**config.mk**
```make
export PLATFORM = sky130hd
export DESIGN_NAME = julia_escape_time_pixel
export DESIGN_NICKNAME = d
export VERILOG_FILES = /design/src/hdl/jet_pkg.sv /design/src/hdl/julia_escape_time_pixel.sv
export SDC_FILE = /design/constraint.sdc
export NUM_CORES = 2
export LEC_CHECK = 0
export BUFFER_PORTS_ARGS = -buffer_cell sky130_fd_sc_hd__buf_2
export CELL_PAD_IN_SITES_DETAIL_PLACEMENT = 1
export CELL_PAD_IN_SITES_GLOBAL_PLACEMENT = 1
export CORE_MARGIN = 2
export CORE_UTILIZATION = 56
export DETAILED_ROUTE_END_ITERATION = 12
export HOLD_SLACK_MARGIN = 0.15
export MAX_ROUTING_LAYER = met4
export PLACE_DENSITY = 0.95
export SLEW_MARGIN = 20
export SYNTH_ARGS = -nofsm -noshare
export SYNTH_HDL_FRONTEND = slang
export SYNTH_SLANG_ARGS = --single-unit
```
**constraint.sdc**
```tcl
create_clock -name clock -period 33.4 [get_ports clock]
set_input_delay 5.01 -clock clock [delete_from_list [all_inputs] [get_ports clock]]
set_output_delay 5.01 -clock clock [all_outputs]
set_load 0.02 [all_outputs]
```
**src/hdl/jet_pkg.sv**
```systemverilog
// Package for the Julia set escape-time pixel block.
// Holds fixed-point widths, register indexes, payload structs, state type and helpers.
// No dependencies; imported by julia_escape_time_pixel.
package jet_pkg;

   localparam int FRACTION_BITS = 24;
   localparam int IMAGE_SIZE    = 512;
   // The image size is a power of two, so the coordinate scaling is a shift.
   localparam int IMAGE_BITS    = $clog2(IMAGE_SIZE);

   localparam int ROW_W   = 9;
   localparam int COUNT_W = 12;
   localparam int COEF_W  = 30;
   localparam int ZOOM_W  = 3;
   localparam int Z_W     = 32;
   localparam int PROD_W  = 2 * Z_W;
   // Width of a shifted product plus c, before saturation.
   localparam int SUM_W   = PROD_W + 2 - FRACTION_BITS;
   // Width of the signed start coordinate, before saturation.
   localparam int START_W = ROW_W + ZOOM_W + FRACTION_BITS + 2;

   localparam logic [PROD_W-1:0] ESCAPE_BOUND = PROD_W'(4) << (2 * FRACTION_BITS);

   localparam logic [COUNT_W-1:0] RAMP_LAST   = COUNT_W'(63);
   localparam logic [COUNT_W-1:0] GREEN_SATURATE = COUNT_W'(318);

   localparam int CSR_INDEX_W = 2;
   localparam logic [CSR_INDEX_W-1:0] CSR_ITERATION_LIMIT = 2'd0;
   localparam logic [CSR_INDEX_W-1:0] CSR_C_REAL          = 2'd1;
   localparam logic [CSR_INDEX_W-1:0] CSR_C_IMAG          = 2'd2;
   localparam logic [CSR_INDEX_W-1:0] CSR_ZOOM_RATIO      = 2'd3;

   localparam logic [COUNT_W-1:0]       LIMIT_RESET  = COUNT_W'(256);
   localparam logic signed [COEF_W-1:0] C_REAL_RESET = COEF_W'(-13421773);
   localparam logic signed [COEF_W-1:0] C_IMAG_RESET = COEF_W'(2617246);
   localparam logic [ZOOM_W-1:0]        ZOOM_RESET   = ZOOM_W'(1);

   typedef struct packed {
      logic [ROW_W-1:0] row;
      logic [ROW_W-1:0] column;
   } req_payload_type;

   typedef struct packed {
      logic [COUNT_W-1:0] iteration_count;
      logic [7:0]         red;
      logic [7:0]         green;
      logic [7:0]         blue;
   } rsp_payload_type;

   typedef enum logic [2:0] {
      ST_IDLE,
      ST_SQ_X,
      ST_SQ_Y,
      ST_MUL_XY,
      ST_UPDATE,
      ST_FINISH
   } state_type;

   // Saturates a start coordinate to the signed 32-bit range.
   function automatic logic signed [Z_W-1:0] sat_start(input logic signed [START_W-1:0] v);
      logic [START_W-Z_W:0] top;
      top = v[START_W-1:Z_W-1];
      if (top == '0 || top == '1) begin
         return v[Z_W-1:0];
      end
      return v[START_W-1] ? {1'b1, {(Z_W-1){1'b0}}} : {1'b0, {(Z_W-1){1'b1}}};
   endfunction

   // Saturates an updated z part to the signed 32-bit range.
   function automatic logic signed [Z_W-1:0] sat_sum(input logic signed [SUM_W-1:0] v);
      logic [SUM_W-Z_W:0] top;
      top = v[SUM_W-1:Z_W-1];
      if (top == '0 || top == '1) begin
         return v[Z_W-1:0];
      end
      return v[SUM_W-1] ? {1'b1, {(Z_W-1){1'b0}}} : {1'b0, {(Z_W-1){1'b1}}};
   endfunction

   // Maps a pixel index onto [-r, r) in fixed point: idx*2r/IMAGE_SIZE - r.
   function automatic logic signed [Z_W-1:0] start_coord(input logic [ROW_W-1:0] idx,
                                                         input logic [ZOOM_W-1:0] r);
      logic [ROW_W+ZOOM_W-1:0]               p;
      logic [ROW_W+ZOOM_W+FRACTION_BITS:0]   scaled;
      logic signed [START_W-1:0]             v;
      p      = (ROW_W+ZOOM_W)'(idx) * (ROW_W+ZOOM_W)'(r);
      scaled = {p, {(FRACTION_BITS+1){1'b0}}} >> IMAGE_BITS;
      v      = $signed({1'b0, scaled})
               - $signed({{(START_W-ZOOM_W-FRACTION_BITS){1'b0}}, r, {FRACTION_BITS{1'b0}}});
      return sat_start(v);
   endfunction

endpackage

```
**src/hdl/julia_escape_time_pixel.sv**
```systemverilog
// Julia set escape-time pixel engine: one shared 32x32 multiplier under a small sequencer.
// Depends on jet_pkg for widths, payload structs, register indexes and helpers.
//
// Usage:
//   The request channel (req_valid, req_stall, req_payload) carries a pixel's row and
//   column. A transaction completes when req_valid is high and req_stall is low.
//   The response channel (rsp_valid, rsp_stall, rsp_payload) returns the escape count
//   and an RGB color, one response per request, in order.
//   The csr channel writes iteration_limit, c_real, c_imag and zoom_ratio by index and is
//   always ready; the user must write it only while no pixel is in flight (not enforced).
// Sequencing:
//   Each iteration of z = z*z + c steps through ST_SQ_X, ST_SQ_Y, ST_MUL_XY and ST_UPDATE,
//   because the multiplier forms x*x, y*y and x*y in turn before the update state. The
//   work per pixel grows with its escape count, up to the limit (default 256). One pixel
//   is worked on at a time and req_stall is high from acceptance until its result is
//   handed to the output register.
// Reset:
//   reset is synchronous and active high; it loads the register defaults and empties
//   the pipeline. A stalled response holds its payload; the next result waits in the
//   sequencer until the output register frees up.
module julia_escape_time_pixel
   import jet_pkg::*;
(
   input  logic                   clock,
   input  logic                   reset,
   input  logic                   req_valid,
   output logic                   req_stall,
   input  req_payload_type        req_payload,
   output logic                   rsp_valid,
   input  logic                   rsp_stall,
   output rsp_payload_type        rsp_payload,
   input  logic                   csr_valid,
   output logic                   csr_ready,
   input  logic [CSR_INDEX_W-1:0] csr_index,
   input  logic [COEF_W-1:0]      csr_data
);

   state_type state_ff, state_in;

   logic [COUNT_W-1:0]       limit_ff;
   logic signed [COEF_W-1:0] c_re_ff, c_im_ff;
   logic [ZOOM_W-1:0]        zoom_ff;

   logic signed [Z_W-1:0]    x_ff, x_in, y_ff, y_in;
   logic signed [PROD_W-1:0] xx_ff, yy_ff, xy_ff;
   logic [COUNT_W-1:0]       n_ff, n_in;
   logic                     rsp_valid_ff, rsp_valid_in;
   rsp_payload_type          rsp_ff, rsp_in;

   logic signed [Z_W-1:0]    mul_a, mul_b;
   logic signed [PROD_W-1:0] product;
   logic [PROD_W-1:0]        mag_sum;
   logic                     escaped;
   logic signed [PROD_W:0]   diff;
   logic signed [SUM_W-1:0]  re_sum, im_sum;
   rsp_payload_type          color;

   assign csr_ready   = 1'b1;
   assign req_stall   = (state_ff != ST_IDLE);
   assign rsp_valid   = rsp_valid_ff;
   assign rsp_payload = rsp_ff;

   // Configuration registers.
   always_ff @(posedge clock) begin
      if (reset) begin
         limit_ff <= LIMIT_RESET;
         c_re_ff  <= C_REAL_RESET;
         c_im_ff  <= C_IMAG_RESET;
         zoom_ff  <= ZOOM_RESET;
      end else if (csr_valid && csr_ready) begin
         unique case (csr_index)
            CSR_ITERATION_LIMIT: limit_ff <= csr_data[COUNT_W-1:0];
            CSR_C_REAL:          c_re_ff  <= csr_data;
            CSR_C_IMAG:          c_im_ff  <= csr_data;
            CSR_ZOOM_RATIO:      zoom_ff  <= csr_data[ZOOM_W-1:0];
            default: ;
         endcase
      end
   end

   // The one multiplier; operands follow the sequencer state.
   always_comb begin
      unique case (state_ff)
         ST_SQ_Y:   begin mul_a = y_ff; mul_b = y_ff; end
         ST_MUL_XY: begin mul_a = x_ff; mul_b = y_ff; end
         default:   begin mul_a = x_ff; mul_b = x_ff; end
      endcase
   end
   assign product = mul_a * mul_b;

   // Squares are never negative and at most 2**62, so the low 63 bits hold them exactly.
   assign mag_sum = {1'b0, xx_ff[PROD_W-2:0]} + {1'b0, yy_ff[PROD_W-2:0]};
   assign escaped = (mag_sum > ESCAPE_BOUND);

   // Arithmetic right shifts round toward minus infinity; 2xy >> F equals xy >> (F-1).
   assign diff   = {xx_ff[PROD_W-1], xx_ff} - {yy_ff[PROD_W-1], yy_ff};
   assign re_sum = $signed({diff[PROD_W], diff[PROD_W:FRACTION_BITS]})
                   + SUM_W'(c_re_ff);
   assign im_sum = $signed({xy_ff[PROD_W-1], xy_ff[PROD_W-1:FRACTION_BITS-1]})
                   + SUM_W'(c_im_ff);

   // Color mapping of the final count.
   always_comb begin
      color.iteration_count = n_ff;
      color.red             = 8'hFF;
      priority if (n_ff == limit_ff) begin
         color.green = 8'hFF;
         color.blue  = 8'hFF;
      end else if (n_ff <= RAMP_LAST) begin
         color.green = 8'hFF - {n_ff[5:0], 2'b00};
         color.blue  = 8'hFF - {n_ff[5:0], 2'b00};
      end else if (n_ff > GREEN_SATURATE) begin
         color.green = 8'hFF;
         color.blue  = 8'h00;
      end else begin
         color.green = 8'(n_ff - RAMP_LAST);
         color.blue  = 8'h00;
      end
   end

   // Sequencer: next state and datapath register loads.
   always_comb begin
      state_in     = state_ff;
      x_in         = x_ff;
      y_in         = y_ff;
      n_in         = n_ff;
      rsp_in       = rsp_ff;
      rsp_valid_in = rsp_valid_ff && rsp_stall;
      unique case (state_ff)
         ST_IDLE: begin
            if (req_valid) begin
               x_in     = start_coord(req_payload.row, zoom_ff);
               y_in     = start_coord(req_payload.column, zoom_ff);
               n_in     = '0;
               state_in = ST_SQ_X;
            end
         end
         ST_SQ_X: begin
            state_in = ST_SQ_Y;
         end
         ST_SQ_Y: begin
            state_in = ST_MUL_XY;
         end
         ST_MUL_XY: begin
            // The start value is not tested; each updated z is tested on its squares.
            if ((n_ff != '0 && escaped) || n_ff == limit_ff) begin
               state_in = ST_FINISH;
            end else begin
               state_in = ST_UPDATE;
            end
         end
         ST_UPDATE: begin
            x_in     = sat_sum(re_sum);
            y_in     = sat_sum(im_sum);
            n_in     = n_ff + COUNT_W'(1);
            state_in = ST_SQ_X;
         end
         ST_FINISH: begin
            if (!rsp_valid_ff || !rsp_stall) begin
               rsp_in       = color;
               rsp_valid_in = 1'b1;
               state_in     = ST_IDLE;
            end
         end
         default: state_in = ST_IDLE;
      endcase
   end

   always_ff @(posedge clock) begin
      if (reset) begin
         state_ff     <= ST_IDLE;
         rsp_valid_ff <= 1'b0;
      end else begin
         state_ff     <= state_in;
         rsp_valid_ff <= rsp_valid_in;
      end
   end

   always_ff @(posedge clock) begin
      x_ff   <= x_in;
      y_ff   <= y_in;
      n_ff   <= n_in;
      rsp_ff <= rsp_in;
      if (state_ff == ST_SQ_X) begin
         xx_ff <= product;
      end
      if (state_ff == ST_SQ_Y) begin
         yy_ff <= product;
      end
      if (state_ff == ST_MUL_XY) begin
         xy_ff <= product;
      end
   end

endmodule
```
==> reports/metrics.cfg <==
[setup_path]
crit_path_top_delay_cell = buf_4
path_max_fanout = 53
start_kind = flip-flop
max_stage_delay_ns = 0.78
cp.required_ns = 33.72
worst_setup_path_end_kind = flip-flop
crit_path_frequent_cell = fa_1
worstPathArrival_ns = 12.81
worstSetupPathType = flip-flop to flip-flop
reg2reg_depth = 30

[yosys]
synth.most_common_cell = inv_1
synth_area_leaders = fa_1 (35%), edfxtp_1 (13%), ha_1 (8.4%)
ys_seq_elements = 351
synth-warning-count = 0
synth_flop_cell = edfxtp_1
syn-instance-count = 7043
synth_edf_count = 272
synth_cell_types = 99
synth_top_area_frac = 0.351
synth_area_mm2 = 0.0629
ys_async_sr_fraction = 0
seq_area_frac_synth = 0.155
synth.largest_area_cell = fa_1
netlist_top_cells_count = inv_1 (1211), fa_1 (1103), nand2_1 (970)
syn_avg_cell_area_um2 = 8.93

[cts]
worstSkewPairLatency_ns = 0.60
clkTransAtPathRegs_ns = 0.07
cts_setup_buffers = 0
cts_buffers = 38
cts_tree = built
clockBufferDepth = 3
h-tree-depth = 2
postCtsResizedCells = 0
hold_buffers = 0
cts-root-buf = clkbuf_16
cts_sinks = 351

[die]
core.rowCount = 122
io_pins = 94
die_x_um = 339
dieArea_mm2 = 0.115
initial_core_util = 0.566
die_h_um = 339
coreArea_mm2 = 0.111

[layout]
area_delta_synth_final_pct = 5.37
drive_gt1_frac = 0.0531
fin_util = 0.597
final_nets = 8544

[sta]
clock_skew_ns = 0.0330
setup_tns_ns = 0
max_freq_mhz = 80.0
slew_headroom = 0.111
slew_viol_final = 0
fin_crit_sh = 0.374
setup_viol = 0
timing_worst_slew_pin_value_ns = 1.30
rsz0062_at_grt = no
final_hold_viol_count = 0
finalWorstPathRequiredPeriod_ns = 12.50

[flow_run]
maxCapViolations = 0

[drt]
wirelength_um = 281000
drt_iter0_markers = 7609
wl_met2_um = 122000
first_pass_iters = 8
viasPerCell = 6.80
highest_layer = met4
vias = 57776
avgRoutedWirePerCell_um = 33.0
route.detailed.drc = 0
wl_met1_um = 91400
ant_nets = 0
route.met3.wl_um = 36600

[place]
hpwlAfterDp_um = 207000
portBuffers = 84
gp_congestion = 1.00

[hold_path]
hold_path_class = flip-flop to flip-flop
whs_path_depth = 2

[global_routing]
grt_overflow = 0
grtUsageTotal = 0.503
grt_first_pass_wirelength_um = 413000
grt_max_degree = 81
grt_pass1_vias = 64231
antenna_found_initial = 24

[status]
outcome = complete, no violations

sequential cells by signal, indices dropped and copies added (netlist names), 12 cells and up:
signal and cells:
y_ff 32, xy_ff 41, rsp_payload 27, c_im_ff 30, n_ff 12, xx_ff 64
yy_ff 64, limit_ff 12, x_ff 32, c_re_ff 30
placed cells by master (no fill, tap or decap), types with 21 or more instances in the layout:
master     instances
inv_1           1211
fa_1            1103
nand2_1          970
nor2_1           731
ha_1             423
a21oi_1          322
edfxtp_1         272
o21ai_0          157
xnor2_1          136
a21o_1           113
buf_4             98
xor2_1            89
buf_2             84
dfxtp_1           79
nand3_1           74
nor3_1            64
mux2i_1           54
o21bai_1          50
nor4_1            49
nand3b_1          46
nand2b_1          42
nand4_1           42
nor2b_1           42
clkbuf_16         40
o31ai_1           38
o21ai_1           37
mux2_2            35
and2_1            34
a211oi_1          33
and3_1            32
o21a_1            31
o211ai_1          28
diode_2           22
a31oi_1           22
a2111oi_0         21
cell type report:
type | instances | area (um2)
multi-input cells | 5176 | 47600
clock inverters | 19 | 179
fillers | 12883 | 44700
clock buffers | 50 | 1040
repair buffers | 183 | 1180
diodes | 22 | 55.1
inverters | 1213 | 4550
flip-flops and latches | 351 | 9750
well taps | 1488 | 1860
critical path: cells and delay by family, from the launching register on:
family | cells | cell delay (ns)
DFF | 1 | 0.44
muxes | 1 | 0.18
adders and majority gates | 9 | 4.56
AOI/OAI and AO/OA | 8 | 2.48
buffers and inverters | 5 | 1.80
and+or+nand+nor | 6 | 2.11
xor gates and xnor gates | 1 | 0.47
cell families after synthesis:
kind of cell             share of synthesized area
buffers and inverters                       0.0921
AO/OA/AOI/OAI                                0.113
adder cells (fa/ha/maj)                      0.435
AND/OR/NAND/NOR                              0.154
flip-flops                                   0.155
multiplexers                                0.0193
XOR/XNOR                                    0.0313
other                                    0.0000597
metrics by stage:
step	instance area [um2]	setup WS (ns)	hold slack (ns)	std cells
floorplan	62900	22.31	0.424	7051
global placement	64900	21.99	0.446	8410
detailed placement	64900	21.61	0.457	8410
CTS	66100	21.54	0.467	8479
global route	66200	20.95	0.492	8500
finish	66200	20.90	0.469	8502
layer usage:
layer  vias up  track usage
li1      22436            -
met1     28633        0.549
met2      4616        0.737
met3      2091        0.193
met4         0        0.397
met5         -            -
path summary, 6_finish.rpt:
kind	start	end	slack (ns)
worst max-delay path	state_ff[2]	xx_ff[60]	20.90
worst min register to register	c_re_ff[11]	c_re_ff[11]	0.47
worst max register to register	state_ff[2]	xx_ff[60]	20.90
worst min-delay path	c_re_ff[11]	c_re_ff[11]	0.47
Power is left out: the tool's default activity adds up to more than one toggle a clock period on the data nets, which glitch-free logic cannot reach.
